**config.mk**
```make
export PLATFORM = sky130hd
export DESIGN_NAME = ght_queue
export DESIGN_NICKNAME = d
export VERILOG_FILES = /design/src/rtl/generational_handle_table_top_assert.svh /design/src/rtl/ght_pkg.sv /design/src/rtl/ght_queue.sv
export SDC_FILE = /design/constraint.sdc
export NUM_CORES = 1
export LEC_CHECK = 0
export BUFFER_PORTS_ARGS = -buffer_cell sky130_fd_sc_hd__buf_2
export CAP_MARGIN = 20
export CORE_UTILIZATION = 30
export DETAILED_ROUTE_END_ITERATION = 12
export PLACE_DENSITY = 0.48
export RECOVER_POWER = 100
export SETUP_SLACK_MARGIN = 0.15
export SYNTH_ARGS = -nofsm -noshare
export SYNTH_HDL_FRONTEND = slang
export SYNTH_SLANG_ARGS = --single-unit
export TNS_END_PERCENT = 50
```
**constraint.sdc**
```tcl
create_clock -name clk -period 9.2 [get_ports clk]
set_input_delay 0.92 -clock clk [delete_from_list [all_inputs] [get_ports clk]]
set_output_delay 0.92 -clock clk [all_outputs]
set_load 0.005 [all_outputs]
```
**src/rtl/generational_handle_table_top_assert.svh**
```systemverilog
// ----------------------------------------------------------------------------
// Assertion macros for the generational handle table
// Shared property forms, clocked on clk and disabled during reset.
// ----------------------------------------------------------------------------
`ifndef GENERATIONAL_HANDLE_TABLE_TOP_ASSERT_SVH
`define GENERATIONAL_HANDLE_TABLE_TOP_ASSERT_SVH

// Same-cycle implication.
`define GHT_ASSERT_NOW(lbl, ante, cons, msg) \
    lbl: assert property (@(posedge clk) disable iff (!rst_n) (ante) |-> (cons)) else $error(msg);

// Next-cycle implication.
`define GHT_ASSERT_NEXT(lbl, ante, cons, msg) \
    lbl: assert property (@(posedge clk) disable iff (!rst_n) (ante) |=> (cons)) else $error(msg);

`endif

```
**src/rtl/ght_pkg.sv**
```systemverilog
// ----------------------------------------------------------------------------
// ght_pkg
// Types, codes and helper functions shared by the handle table modules.
// ----------------------------------------------------------------------------
`timescale 1ns / 1ps

package ght_pkg;

    localparam int CAPACITY_DEF      = 64;
    localparam int KIND_MAX_DEF      = 15;
    localparam int DUP_RIGHT_BIT_DEF = 0;

    localparam int IN_TDATA_W  = 208;
    localparam int OUT_TDATA_W = 152;
    localparam int OPEN_W      = 16;

    typedef enum logic [2:0] {
        CMD_INSERT    = 3'd0,
        CMD_RESOLVE   = 3'd1,
        CMD_DUPLICATE = 3'd2,
        CMD_CLOSE     = 3'd3,
        CMD_CLOSE_ALL = 3'd4
    } cmd_t;

    typedef enum logic [2:0] {
        ST_OK         = 3'd0,
        ST_INVALID    = 3'd1,
        ST_BAD_HANDLE = 3'd2,
        ST_WRONG_TYPE = 3'd3,
        ST_DENIED     = 3'd4,
        ST_NO_SPACE   = 3'd5,
        ST_BAD_STATE  = 3'd6
    } status_t;

    typedef enum logic [2:0] {
        OP_INSERT    = 3'd0,
        OP_RESOLVE   = 3'd1,
        OP_DUP       = 3'd2,
        OP_CLOSE     = 3'd3,
        OP_CLOSE_ALL = 3'd4,
        OP_REJECT    = 3'd5
    } op_t;

    // One classified transaction as it travels from the front to the back.
    typedef struct packed {
        op_t         op;
        status_t     status;
        logic        handle_ok;
        logic [15:0] slot;
        logic [23:0] ctr;
        logic [63:0] object_ref;
        logic [7:0]  kind;
        logic [63:0] rights;
        logic        ret_flag;
        logic        rel_flag;
        logic        rights_ok;
    } ght_item_t;

    typedef struct packed {
        logic [63:0] object_ref;
        logic [7:0]  kind;
        logic [63:0] rights;
        logic        ret_flag;
        logic        rel_flag;
        logic [23:0] ctr;
    } ght_entry_t;

    typedef struct packed {
        status_t     status;
        logic [63:0] handle_out;
        logic [63:0] object_out;
        logic        retain_req;
        logic        release_req;
        logic        last;
    } ght_result_t;

    function automatic logic [23:0] fold_tag(input logic [63:0] id);
        logic [23:0] t;
        t = id[23:0] ^ id[47:24] ^ {8'h00, id[63:48]};
        if (id == 64'd0)
            return 24'd0;
        else if (t == 24'd0)
            return 24'd1;
        else
            return t;
    endfunction

    // Counter advance on close; a wrap to zero restarts at one.
    function automatic logic [23:0] next_ctr(input logic [23:0] c);
        logic [23:0] n;
        n = c + 24'd1;
        return (n == 24'd0) ? 24'd1 : n;
    endfunction

endpackage

```
**src/rtl/ght_queue.sv**
```systemverilog
// ----------------------------------------------------------------------------
// ght_queue
// Two-entry queue of classified transactions between front and back.
// ----------------------------------------------------------------------------
`timescale 1ns / 1ps

module ght_queue
    import ght_pkg::*;
(
    input  logic      clk,
    input  logic      rst_n,
    input  logic      push,
    input  ght_item_t push_item,
    input  logic      pop,
    output ght_item_t head,
    output logic      empty,
    output logic      full
);

    ght_item_t   entry_reg [2];
    logic        wr_ptr_reg;
    logic        rd_ptr_reg;
    logic [1:0]  count_reg;

    assign empty = (count_reg == 2'd0);
    assign full  = (count_reg == 2'd2);
    assign head  = entry_reg[rd_ptr_reg];

    always_ff @(posedge clk)
    begin
        if (push)
            entry_reg[wr_ptr_reg] <= push_item;
    end

    always_ff @(posedge clk or negedge rst_n)
    begin
        if (!rst_n)
        begin
            wr_ptr_reg <= 1'b0;
            rd_ptr_reg <= 1'b0;
            count_reg  <= 2'd0;
        end
        else
        begin
            if (push)
                wr_ptr_reg <= !wr_ptr_reg;
            if (pop)
                rd_ptr_reg <= !rd_ptr_reg;
            if (push && !pop)
                count_reg <= count_reg + 2'd1;
            else if (pop && !push)
                count_reg <= count_reg - 2'd1;
        end
    end

endmodule

```
### Word level (Yosys, flattened, before mapping)

Memories as Yosys holds them, arrays and structs flattened.
Index checks and enable logic that the tools add are counted.

| storage, ports and cells | value |
|---|---|
| register bits after elaboration | 4 |
| RAM bits | 372 |
| memories | 1 |
| word-level logic and storage cells | 19 |
| input port bits | 190 |

| operators by class | value |
|---|---|
| multiplexer cells | 4 |
| reductions and logical operators | 8 |
| eq/ne operators | 1 |
| add/sub/neg operators | 2 |

Memory list:

| name | words | bits a word | rd ports | clocked after memory_dff | write ports | line | text |
|---|---|---|---|---|---|---|---|
| entry_reg | 2 | 186 | 1 | 0 | 1 | ght_queue.sv:20 | `ght_item_t entry_reg [2];` |

Operator list:

| operator | count |
|---|---|
| logical NOT 1 bit | 4 |
| 2-to-1 mux 2 bit | 2 |
| adder 2 x 1 -> 2 bit (second input constant) | 1 |
| == test 2 bit (second input constant) | 1 |
| logical AND 1 bit | 2 |
| logical NOT 2 bit | 1 |
| 2-to-1 mux 1 bit | 2 |
| nonzero test 2 bit | 1 |
| subtractor 2 x 1 -> 2 bit (second input constant) | 1 |

### Depth between registers and ports, before layout

| logic depth | value |
|---|---|
| word-level depth | 4 |
| gate-level depth with buffers | 5 |
| gate-level depth less buffers | 5 |

### Worst setup path after synthesis

OpenSTA, ideal clock, no wires.

| timing path | value |
|---|---|
| path type | input to register |
| start point | input port push |
| end point | memory entry_reg[0][0] (netlist name), enable pin |
| arrival time | 8.946 ns |
| data required time | 8.443 ns |
| library setup time | 0.757 ns |
| buffers on the path | 0 |
| stages on the path | 1 |
| path slack | -0.503 ns |
| cells stage by stage | nor2b_1 |

| on the way | value |
|---|---|
| cells in the longest elaborated chain, start to end | 2 |

RTL lines:

| item | line | text |
|---|---|---|
| start: declaration | ght_queue.sv:12 | `input logic push,` |
| 2-to-1 mux 1 bit | ght_queue.sv:31 | `if (push)` |
| 2-to-1 mux 1 bit (implied by the code) | ght_queue.sv:32 | `entry_reg[wr_ptr_reg] <= push_item;` |
| end: declaration | ght_queue.sv:20 |  |

No other way between the ends.

### Worst setup path in the final report

| timing path | value |
|---|---|
| start point | input port push |
| end point | memory entry_reg[0][151] (netlist name), enable pin |

The elaborated chain is that of the path after synthesis.

==> flow_metrics.py <==
metrics = {
    "clock_network": {
        "clk_path_buf_depth": 3,
        "cts_setup_buffers": 0,
        "cts_tree": "yes",
        "clkTransAtPathRegs_ns": 0.06,
        "cts_buffers": 42,
        "insertion_delay_ns": 0.54,
        "clock-root-buffer": "clkbuf_16",
        "ctsHoldBuffers": 0,
        "cts.htree.levels": 2,
        "cts-resized-gates": 0,
        "cts.sinks": 376,
    },
    "setup_path": {
        "critical_path.cell_chain": "clkbuf_1 > nor2b_1 > clkbuf_1",
        "critPathLaunchType": "primary input",
        "crit_path_frequent_cell": "clkbuf_1",
        "critPathCaptureType": "flop",
        "crit_arrival_ns": 5.60,
        "critical_path.slowest_cell": "clkbuf_1",
        "worstSetupPathType": "in2reg",
        "cp_max_fo": 51,
        "rr_worst_depth": 2,
        "worstPathRequired_ns": 9.28,
        "timing.rr.start": "wr_ptr_reg",
        "cpPeakStageDelay_ns": 2.32,
        "startpoint": "push",
    },
    "detailed_routing": {
        "wl_per_cell_um": 18.40,
        "wirelength_um": 30180,
        "drt_iter0_markers": 235,
        "ant_nets": 0,
        "vias": 6922,
        "drc": 0,
        "drtPass1Iterations": 4,
        "viasPerCell": 4.221,
    },
    "logic_synthesis": {
        "synth_top_family_by_area": "multiplexers",
        "synth_top_area_frac": 0.7897,
        "synthTopCellsByArea": "edfxtp_1 (79%), mux2_4 (14%), mux2_2 (4.5%), buf_6 (1.3%), dfrtp_1 (0.71%)",
        "synth_area_per_cell_sq_um": 23.77,
        "syn_nets": 786,
        "synth_area_sq_um": 14140,
        "ys_seq_area_frac": 0.7968,
        "synthDistinctLibCells": 13,
        "synth_compound_area_frac": 0,
        "synthXorXnorAreaFrac": 0.003096,
        "yosysWarnings": 0,
        "synth_simple_gate_area_frac": 0.001858,
        "synth_mux_area_frac": 0.1826,
        "synth_cells": 595,
        "synth_top_area_cell": "edfxtp_1",
        "synthAdderAreaFrac": 0.0008846,
        "ys_ff_latch": 376,
    },
    "die": {
        "num_rows": 79,
        "fp.dieW_um": 219.1,
        "coreArea_sq_um": 46560,
        "boundaryPins": 378,
        "dieArea_sq_um": 48020,
        "die_h_um": 219.1,
        "start_util": 0.3038,
    },
    "place": {
        "place.gp.congestion": 0.7553,
        "dp_slack_ns": 5.903,
        "place.detailed.instances": 1565,
        "dpl.hpwl_um": 20160,
        "port_buffers": 377,
    },
    "layout": {
        "layout_common_cells": "edfxtp_1 (372), buf_2 (245), clkbuf_1 (143), mux2_1 (133), mux2_2 (51)",
        "fillerInstances": 4489,
        "num-nets-final": 1193,
        "final_cells": 1640,
        "largest_reg_flops": 372,
        "final_common_cell": "edfxtp_1",
        "area_growth_pct": 22.66,
        "drive_above_1_share": 0.3488,
    },
    "sta": {
        "finalCriticalPeriod_ns": 5.522,
        "relSlewSlack": -2.056,
        "whs_ns": 0.1962,
        "min_period_over_period": 0.6002,
        "clock_skew_ns": 0.01911,
        "tns_ns": 0,
        "slew_violations": 224,
        "worst_pin_slew_ns": 4.584,
        "setup_viol": 0,
        "grt_setup_unrepaired": "false",
        "setup_ws_ns": 3.678,
        "final_hold_viol_count": 0,
        "fmax_mhz": 181.1,
    },
    "power": {
        "leakage_uw": 0.006145,
        "finalPower_uw": 5254,
        "cellPowerDensity_nw_per_um2": 302.8,
        "ir_worst_vdd_v": 0.0001822,
    },
    "flow_run": {
        "max-cap-violations": 5,
    },
    "global_route": {
        "grt_pass1_wl_um": 42810,
        "grt_usage": 0.1208,
        "grt_pass1_vias": 7030,
        "grt.overflow.total": 0,
        "grt_max_degree": 104,
        "antenna_found_initial": 4,
    },
    "run_status": {
        "status": "complete, but fails checks",
        "violations": "capacitance limit, slew limit",
    },
    "hold_path": {
        "hold_path.class": "in2async",
    },
}
==> power breakdown <==
group | switching (uW) | internal [uW] | leakage (uW)
Clock | 639 | 996 | 0.000660
Sequential | 98.1 | 2290 | 0.00354
Combinational | 686 | 543 | 0.00195
Total | 1420 | 3830 | 0.00615
==> worst paths after layout <==
kind                                     end  slack (ns)
max reg2reg                entry_reg[0][151]        3.83
min                               rd_ptr_reg        0.20
max                        entry_reg[0][151]        3.68
max in group asynchronous       count_reg[1]        8.82
min in group clk                count_reg[1]        0.49
min reg2reg                     count_reg[1]        0.49
==> logic make-up after synthesis <==
family | after synthesis
xor gates and xnor gates | 5
buffers and inverters | 22
muxes | 186
DFF | 376
adders and majority gates | 1
and+or+nand+nor | 5
==> synth_stat cells <==
cell type and count:
edfxtp_1 372, mux2_4 130, mux2_2 56, buf_6 16
buf_2 5, dfrtp_1 4, xor2_1 4, nor2_1 2
nor2b_1 2, and2_1 1, ha_1 1, inv_1 1
xnor2_1 1
==> metrics by stage <==
| stage | cell area [sq um] | util |
|---|---|---|
| floorplan | 14150 | - |
| global placement | 16660 | 0.3580 |
| detailed placement | 16660 | 0.3580 |
| CTS | 18010 | 0.3869 |
| global route | 17350 | 0.3726 |
| finish | 17350 | 0.3727 |
==> final cells by class <==
type,count,area [sq um],share of cell area
flip-flops and latches,376,11270,0.6496
multi-input cells,197,2185,0.1259
repair buffers,384,1779,0.1025
clock buffers,53,1114,0.06418
well taps,607,759.5,0.04377
clock inverters,21,236.5,0.01363
inverters,1,3.754,0.0002163
diodes,1,2.502,0.0001442
==> critical path, delay by kind of cell <==
family        cells  cell delay, ns
simple gates      1            2.11
buf+inv           2            2.47
==> layer usage <==
| layer | GRT usage | vias to the layer above | wire length (um) |
|---|---|---|---|
| met2 | 0.1939 | 219 | 14420 |
| met1 | 0.1483 | 3441 | 12690 |
| met4 | 0.04421 | 6 | 770 |
| met5 | 0 | - | 46 |
| li1 | - | 3202 | - |
| met3 | 0.04435 | 54 | 2251 |
No activity file was read; power rests on OpenSTA's default activity.
