==> src/rtl/generational_handle_table_top_assert.svh <==
// ----------------------------------------------------------------------------
// Assertion macros for the generational handle table
// Shared property forms, clocked on clk and disabled during reset.
// ----------------------------------------------------------------------------
`ifndef GENERATIONAL_HANDLE_TABLE_TOP_ASSERT_SVH
`define GENERATIONAL_HANDLE_TABLE_TOP_ASSERT_SVH

// Same-cycle implication.
`define GHT_ASSERT_NOW(lbl, ante, cons, msg) \
    lbl: assert property (@(posedge clk) disable iff (!rst_n) (ante) |-> (cons)) else $error(msg);

// Next-cycle implication.
`define GHT_ASSERT_NEXT(lbl, ante, cons, msg) \
    lbl: assert property (@(posedge clk) disable iff (!rst_n) (ante) |=> (cons)) else $error(msg);

`endif

==> src/rtl/ght_pkg.sv <==
// ----------------------------------------------------------------------------
// ght_pkg
// Types, codes and helper functions shared by the handle table modules.
// ----------------------------------------------------------------------------
`timescale 1ns / 1ps

package ght_pkg;

    localparam int CAPACITY_DEF      = 64;
    localparam int KIND_MAX_DEF      = 15;
    localparam int DUP_RIGHT_BIT_DEF = 0;

    localparam int IN_TDATA_W  = 208;
    localparam int OUT_TDATA_W = 152;
    localparam int OPEN_W      = 16;

    typedef enum logic [2:0] {
        CMD_INSERT    = 3'd0,
        CMD_RESOLVE   = 3'd1,
        CMD_DUPLICATE = 3'd2,
        CMD_CLOSE     = 3'd3,
        CMD_CLOSE_ALL = 3'd4
    } cmd_t;

    typedef enum logic [2:0] {
        ST_OK         = 3'd0,
        ST_INVALID    = 3'd1,
        ST_BAD_HANDLE = 3'd2,
        ST_WRONG_TYPE = 3'd3,
        ST_DENIED     = 3'd4,
        ST_NO_SPACE   = 3'd5,
        ST_BAD_STATE  = 3'd6
    } status_t;

    typedef enum logic [2:0] {
        OP_INSERT    = 3'd0,
        OP_RESOLVE   = 3'd1,
        OP_DUP       = 3'd2,
        OP_CLOSE     = 3'd3,
        OP_CLOSE_ALL = 3'd4,
        OP_REJECT    = 3'd5
    } op_t;

    // One classified transaction as it travels from the front to the back.
    typedef struct packed {
        op_t         op;
        status_t     status;
        logic        handle_ok;
        logic [15:0] slot;
        logic [23:0] ctr;
        logic [63:0] object_ref;
        logic [7:0]  kind;
        logic [63:0] rights;
        logic        ret_flag;
        logic        rel_flag;
        logic        rights_ok;
    } ght_item_t;

    typedef struct packed {
        logic [63:0] object_ref;
        logic [7:0]  kind;
        logic [63:0] rights;
        logic        ret_flag;
        logic        rel_flag;
        logic [23:0] ctr;
    } ght_entry_t;

    typedef struct packed {
        status_t     status;
        logic [63:0] handle_out;
        logic [63:0] object_out;
        logic        retain_req;
        logic        release_req;
        logic        last;
    } ght_result_t;

    function automatic logic [23:0] fold_tag(input logic [63:0] id);
        logic [23:0] t;
        t = id[23:0] ^ id[47:24] ^ {8'h00, id[63:48]};
        if (id == 64'd0)
            return 24'd0;
        else if (t == 24'd0)
            return 24'd1;
        else
            return t;
    endfunction

    // Counter advance on close; a wrap to zero restarts at one.
    function automatic logic [23:0] next_ctr(input logic [23:0] c);
        logic [23:0] n;
        n = c + 24'd1;
        return (n == 24'd0) ? 24'd1 : n;
    endfunction

endpackage

==> src/rtl/ght_front.sv <==
// ----------------------------------------------------------------------------
// ght_front
// Accepts input transactions and classifies them for the back end.
// ----------------------------------------------------------------------------
`timescale 1ns / 1ps

module ght_front
    import ght_pkg::*;
#(
    parameter int CAPACITY = CAPACITY_DEF,
    parameter int KIND_MAX = KIND_MAX_DEF
)
(
    input  logic        in_valid,
    output logic        in_ready,
    input  logic [2:0]  command,
    input  logic [63:0] handle,
    input  logic [63:0] object_ref,
    input  logic [7:0]  kind,
    input  logic [63:0] rights,
    input  logic        has_retain,
    input  logic        has_release,
    input  logic [23:0] tag,
    input  logic [63:0] valid_rights,
    input  logic        q_full,
    output logic        push,
    output ght_item_t   item
);

    logic rights_ok;
    logic in_range;

    assign rights_ok = (rights & ~valid_rights) == 64'd0;
    assign in_range  = (handle[15:0] != 16'd0) && (handle[15:0] <= 16'(CAPACITY));
    assign in_ready  = !q_full;
    assign push      = in_valid && !q_full;

    always_comb
    begin
        item            = '0;
        item.handle_ok  = in_range && (handle[63:40] == tag);
        item.slot       = handle[15:0];
        item.ctr        = handle[39:16];
        item.object_ref = object_ref;
        item.kind       = kind;
        item.rights     = rights;
        item.ret_flag   = has_retain;
        item.rel_flag   = has_release;
        item.rights_ok  = rights_ok;
        item.status     = ST_INVALID;
        item.op         = OP_REJECT;
        case (command)
            CMD_INSERT:
            begin
                if (tag != 24'd0 && object_ref != 64'd0 && kind != 8'd0
                    && kind <= 8'(KIND_MAX) && rights_ok)
                    item.op = OP_INSERT;
            end
            CMD_RESOLVE:
            begin
                if (kind != 8'd0 && rights_ok)
                    item.op = OP_RESOLVE;
            end
            CMD_DUPLICATE: item.op = OP_DUP;
            CMD_CLOSE:     item.op = OP_CLOSE;
            CMD_CLOSE_ALL: item.op = OP_CLOSE_ALL;
            default:       item.op = OP_REJECT;
        endcase
    end

endmodule

==> config.mk <==
export PLATFORM = sky130hd
export DESIGN_NAME = ght_front
export DESIGN_NICKNAME = d
export VERILOG_FILES = /design/src/rtl/generational_handle_table_top_assert.svh /design/src/rtl/ght_pkg.sv /design/src/rtl/ght_front.sv
export SDC_FILE = /design/constraint.sdc
export NUM_CORES = 1
export LEC_CHECK = 0
export ABC_AREA = 1
export ABC_CLOCK_PERIOD_IN_PS = 1100
export BUFFER_PORTS_ARGS = -buffer_cell sky130_fd_sc_hd__buf_2
export CORE_AREA = 8 8 183 185
export DETAILED_ROUTE_END_ITERATION = 10
export DIE_AREA = 0 0 191 193
export PLACE_DENSITY = 0.37
export SYNTH_ARGS = -nofsm -noshare
export SYNTH_HDL_FRONTEND = slang
export SYNTH_SLANG_ARGS = --single-unit
==> constraint.sdc <==
create_clock -name vclk -period 1.1
set_input_delay 0.11 -clock vclk [all_inputs]
set_output_delay 0.11 -clock vclk [all_outputs]
set_load 0.005 [all_outputs]
# After elaboration in Yosys (flattened, before gate mapping)

Cells that the tools add are included.

Flip-flop bits (word level): 0
Input bits: 295

Magnitude comparators: 2
Eq/ne operators: 5
Muxes and demuxes: 3
Bitwise logic cells: 2
Reductions and logical operators: 15

Operator list:

| operator                                                                           | number |
|---|---|
| 64-bit bitwise AND                                                                 | 1 |
| 64-bit logical NOT                                                                 | 1 |
| 64-bit inverter                                                                    | 1 |
| 64-bit nonzero test                                                                | 1 |
| 24-bit == test                                                                     | 1 |
| 24-bit nonzero test                                                                | 1 |
| 16-bit by 7-bit less-or-equal comparator with 1-bit output (second input constant) | 1 |
| 16-bit nonzero test                                                                | 1 |
| 3-bit one-hot mux with 5 select lines                                              | 1 |
| 8-bit by 4-bit less-or-equal comparator with 1-bit output (second input constant)  | 1 |
| 1-bit logical AND                                                                  | 8 |
| 8-bit nonzero test                                                                 | 1 |
| 3-bit by 2-bit == test with 1-bit output (second input constant)                   | 2 |
| 3-bit two-way mux                                                                  | 2 |
| 3-bit by 1-bit == test with 1-bit output (second input constant)                   | 1 |
| 3-bit == test (second input constant)                                              | 1 |
| 3-bit logical NOT                                                                  | 1 |
| 1-bit logical NOT                                                                  | 1 |

# Logic depth before layout (Yosys ltp)

Gate-level depths: netlist (run 1).

Depth after elaboration: 7
Gate-level depth with buffers: 11
Depth with buffers taken out: 11

# Worst setup path after synthesis (run 1)

Ideal clock, no wire load.

Path kind: input to output
Start point: input valid_rights[55]
End point: output item[185] (netlist bit)
Data arrival time: 0.860 ns
Required time: 0.990 ns
Slack: 0.130 ns
Stages on the path: 11
Cell sequence: inv_1 -> nand2_1 -> nand2_1 -> nor2_1 -> nand2_1 -> nor2_1 -> nand2_1 -> nor2_4 -> nand2_2 -> a21oi_2 -> nand2_1

RTL lines:

| item               | RTL line        | source |
|---|---|---|
| start: declaration | ght_front.sv:24 | `input logic [63:0] valid_rights,` |
| end: declaration   | ght_front.sv:27 | `output ght_item_t item` |

==> results.py, run 1 <==
metrics = {
    "floorplanning": {
        "die-area_um2": 36900,
        "placementRows": 65,
        "design.core.area_um2": 30800,
        "start_util": 0.0921,
        "fp.dieH_um": 193,
        "fp.dieW_um": 191,
        "pin_count": 483,
    },
    "setup_path": {
        "crit_fanout": 3,
        "worstPathRequired_ns": 0.99,
        "path_cells": "buf_4, nand2_4, nand2_4, nor2_2, nand2_1, nor2_2, nand2_2, nor2_4, nand2_2, a21oi_2, nand2_1, buf_2",
        "worstPathArrival_ns": 1.31,
        "startpoint_type": "input pin",
        "cpPeakStageDelay_ns": 0.20,
        "critPathCaptureType": "output pin",
        "cp_slowest_cell": "nor2_4",
        "crit_type": "input pin to output pin",
    },
    "yosys": {
        "ys_types": 23,
        "synth_cells": 527,
        "netlist_top_cells_area": "buf_4 (48%), nand2_1 (16%), nor2_1 (11%)",
        "synth_warnings": 0,
        "syn_area_per_cell_um2": 5.39,
        "yosysTopAreaCell": "buf_4",
        "post-synth-top-area-fraction": 0.481,
        "yosysSeqAreaShare": 0,
        "yosys.cell_count.top_type": "buf_4",
        "syn_area_um2": 2840,
        "yosys-top-cells-count": "buf_4 (182), nand2_1 (119), nor2_1 (85)",
    },
    "global_routing": {
        "antenna_found_initial": 0,
        "grt_util_all_layers": 0.0766,
        "grt_pass1_vias": 4079,
        "overflow": 0,
        "grt_max_degree": 5,
        "grt_pass1_wl_mm": 22.1,
    },
    "drt": {
        "drc_errors": 0,
        "first_pass_iters": 4,
        "ant_nets": 0,
        "drt-initial-drc-count": 45,
        "vias_per_cell": 3.10,
        "vias": 3822,
        "wl_mm": 16.6,
        "wl_per_cell_um": 13.5,
    },
    "sta": {
        "hold_violations": 0,
        "finalWorstSetupSlack_ns": -0.322,
        "hold_slack_ns": 0.220,
        "setup_tns_ns": -1.12,
        "finalCriticalPeriod_ns": 1.42,
        "rsz0062_at_grt": "true",
        "max_freq_ghz": 0.703,
        "finalSetupViolCount": 4,
        "maxSlewViolCount": 0,
        "period_share": 1.29,
    },
    "power": {
        "p_leak_nw": 2.96,
        "p_total_mw": 1.62,
        "power.density_nw_per_um2": 328,
        "ir_worst_vdd_v": 0.0000756,
    },
    "cells_and_area": {
        "fillers": 3621,
        "finalInstanceArea_um2": 4950,
        "ff_latch_area_um2": 0,
        "final_cells": 1234,
        "seq_cell_count": 0,
        "clkbuf_count": 0,
        "fin_nets": 1128,
        "drive_gt1_frac": 0.667,
        "finalCoreUtilization": 0.160,
        "syn_to_final_growth_pct": 74.2,
    },
    "place": {
        "io_buffers": 428,
        "dp_hpwl_mm": 15.9,
        "place_inst": 1230,
        "place_area_um2": 4530,
        "finalWeightedCongestion": 0.840,
        "dp_slack_ns": -0.587,
    },
    "run_status": {
        "outcome": "finished, violations left",
        "violations": "negative setup slack",
    },
    "hold_path": {
        "worstHoldStart": "handle[37]",
        "worst_hold_path.num_cells": 0,
        "worst_hold_path.endpoint": "item[160]",
        "hold_class": "input pin to output pin",
    },
    "run": {
        "max-cap-violations": 0,
    },
}
[critical path, delay by kind of cell]
family	cells	cell delay, ns
compound gates	1	0.13
simple gates	9	0.81
buf+inv	2	0.25
[per-layer routing]
metal,vias to the layer above,GRT usage,share of wire
li1,1989,-,-
met1,1569,0.0803,0.34
met2,258,0.149,0.52
met3,6,0.0286,0.13
met4,0,0.00388,0.0028
met5,-,0,0
[logic make-up (layout without fill, tap and decap cells)]
| kind of cell | Yosys count | in the layout | synth area share |
|---|---|---|---|
| other | 2 | 4 | 0.00265 |
| and+or+nand+nor | 228 | 228 | 0.320 |
| AOI/OAI and AO/OA | 25 | 25 | 0.0502 |
| buffers and inverters | 257 | 560 | 0.580 |
| xor gates and xnor gates | 15 | 15 | 0.0463 |
[worst max-delay path by stage]
| stage | slack [ns] | endpoint | start | cells past startpoint |
|---|---|---|---|---|
| finish | -0.32 | item[185] | rights[30] | 12 |
| global route | -0.43 | item[185] | rights[30] | 12 |
| floorplan | 0.13 | item[185] | valid_rights[55] | 11 |
| global placement | -0.57 | item[185] | rights[1] | 12 |
| CTS | -0.33 | item[185] | rights[28] | 12 |
| detailed placement | -0.59 | item[185] | rights[1] | 12 |
[what timing repair did]
action | 4_1_cts | 5_1_grt
resized for setup | 69 | 35
hold buffers | 0 | 0
pin swaps | 28 | 32
setup buffers | 2 | 1
endpoints found under the setup margin | 4 | 4
[layout make-up]
| type | count | area [µm²] | share of cell area |
|---|---|---|---|
| Antenna cell | 1 | 2.50 | 0.000506 |
| Inverter | 75 | 287 | 0.0579 |
| Multi-Input combinational cell | 271 | 1410 | 0.284 |
| Tap cell | 402 | 503 | 0.102 |
| Timing Repair Buffer | 485 | 2750 | 0.556 |
[cells in the final DEF, fill, tap and decap left out, drive strengths merged]
cell type / instances
a211oi: 1
a21oi: 3
a221oi: 2
buf: 485
conb: 3
diode: 1
inv: 75
nand2: 121
nand3: 5
nand4: 2
nor2: 86
nor3: 4
nor4: 4
o211ai: 1
o21ai: 17
o22ai: 1
or2: 6
xnor2: 11
xor2: 4
[report_power, final]
part           switching [mW]  internal (mW)
sequential                  0              0
combinational           0.720          0.901
clock                       0    0.000000122
total                   0.720          0.901
Note: power is estimated with default switching activity, not from simulation.
==> inputs of run 2 (changes only) <==
==> constraint.sdc (replaced) <==
create_clock -name vclk -period 1.1
set_input_delay 0.22 -clock vclk [all_inputs]
set_output_delay 0.22 -clock vclk [all_outputs]
set_load 0.01 [all_outputs]
==> results.py, run 2 (same netlist as run 1, synthesis figures left out) <==
metrics = {
    "floorplanning": {
        "pin_count": 483,
        "design.core.area_um2": 30800,
        "fp.dieH_um": 193,
        "die-area_um2": 36900,
        "fp.dieW_um": 191,
        "placementRows": 65,
        "start_util": 0.0921,
    },
    "global_routing": {
        "grt_pass1_vias": 4140,
        "use_met2": 0.149,
        "overflow": 0,
        "antenna_found_initial": 0,
        "grt_max_degree": 4,
        "grt_util_all_layers": 0.0767,
        "grt_pass1_wl_mm": 22.2,
        "use_met3": 0.0243,
        "grt_busiest_layer": "met2",
        "met1_usage": 0.0832,
    },
    "run": {
        "max-cap-violations": 0,
    },
    "cells_and_area": {
        "clkbuf_count": 0,
        "final_common_cell": "buf_2",
        "final_cell_mix": "buf_2 (418), nand2_1 (110), nor2_1 (79)",
        "finalInstanceArea_um2": 4760,
        "seq_cell_count": 0,
        "drive_gt1_frac": 0.630,
        "ff_latch_area_um2": 0,
        "fin_nets": 1130,
        "antenna_cells": 0,
        "syn_to_final_growth_pct": 67.7,
    },
    "sta": {
        "hold_slack_ns": 0.440,
        "maxSlewViolCount": 0,
        "rsz0062_at_grt": "true",
        "finalWorstSetupSlack_ns": -0.606,
        "finalSetupViolCount": 4,
        "finalCriticalPeriod_ns": 1.71,
        "period_share": 1.55,
        "setup_tns_ns": -2.15,
        "max_freq_ghz": 0.586,
        "hold_violations": 0,
    },
    "place": {
        "dp_slack_ns": -0.871,
        "place_area_um2": 4550,
        "dp_hpwl_mm": 15.9,
        "finalWeightedCongestion": 0.787,
        "io_buffers": 428,
    },
    "setup_path": {
        "worstPathRequired_ns": 0.88,
        "critPathCaptureType": "output pin",
        "crit_path_frequent_cell": "nand2_1",
        "worstPathArrival_ns": 1.49,
        "path_cells": "buf_2, nand2_1, nand2_1, nor2_1, nand2_1, nor2_2, nand2_2, nor2_4, nand2_2, a21oi_2, nand2_1, buf_2",
        "cpPeakStageDelay_ns": 0.20,
        "path_buf_inv": 2,
        "cp_slowest_cell": "nor2_4",
        "cp_top_family": "simple AND/OR/NAND/NOR gates",
        "crit_fanout": 3,
        "startpoint_type": "input pin",
        "crit_type": "input pin to output pin",
    },
    "power": {
        "combPwrFrac": 1.000,
        "power.switching_mw": 0.807,
        "p_total_mw": 1.67,
        "p_clk_frac": 0,
        "netSwitchingFraction": 0.484,
        "power.density_nw_per_um2": 350,
        "p_leak_nw": 2.91,
        "ir_worst_vdd_v": 0.000101,
        "p_int_mw": 0.860,
        "pwr-share-seq": 0,
    },
    "drt": {
        "drc_errors": 0,
        "ant_nets": 0,
        "wl_mm": 16.5,
        "vias_per_cell": 3.15,
        "wl_per_cell_um": 13.3,
        "vias": 3895,
        "first_pass_iters": 4,
        "drt-initial-drc-count": 78,
    },
    "clock_tree": {
        "holdBufCountCts": 0,
    },
    "hold_path": {
        "hold_class": "input pin to output pin",
    },
    "run_status": {
        "outcome": "finished, violations left",
        "violations": "negative setup slack",
    },
}
## run 2: changes by cell type in the layout (fill, tap and decap cells not counted), sizes merged
| cell | delta |
|---|---|
| buf | +2 |
| diode | -1 |
## run 2: power by group through the flow
stage,clock [mW],combinational (mW),sequential [mW]
after floorplan,0,0.980,0
after global placement,0,1.63,0
after detailed placement,0,1.63,0
after CTS,0,1.67,0
after global routing,0,1.85,0
final,0,1.67,0
## run 2: layout make-up
| cell class | count | area [µm²] |
|---|---|---|
| inverter | 75 | 284 |
| tap | 402 | 503 |
| timing repair buffer | 487 | 2660 |
| multi-input combinational | 271 | 1310 |
| fill | 3662 | 26100 |
## run 2: final timing paths
kind | from | to | slack, ns | depth (start not counted)
max | rights[2] | item[185] | -0.61 | 12
min | handle[36] | item[159] | 0.44 | 0
## run 2: metrics by stage
step / util / cells
final: 0.154 / 1235
after global routing: 0.154 / 1235
after CTS: 0.151 / 1234
after detailed placement: 0.148 / 1233
after global placement: 0.148 / 1233
after floorplan: - / 528
## run 2: what timing repair did
item                                    in CTS  in global routing
buffers inserted                             1                  1
resized for setup                           23                 27
pin swaps                                    9                 24
endpoints found under the setup margin       4                  4
## run 2: per-layer routing
layer | vias up | share of wire
met5 | - | 0
met4 | 0 | 0.0060
met3 | 8 | 0.12
met2 | 251 | 0.52
met1 | 1637 | 0.36
li1 | 1999 | -
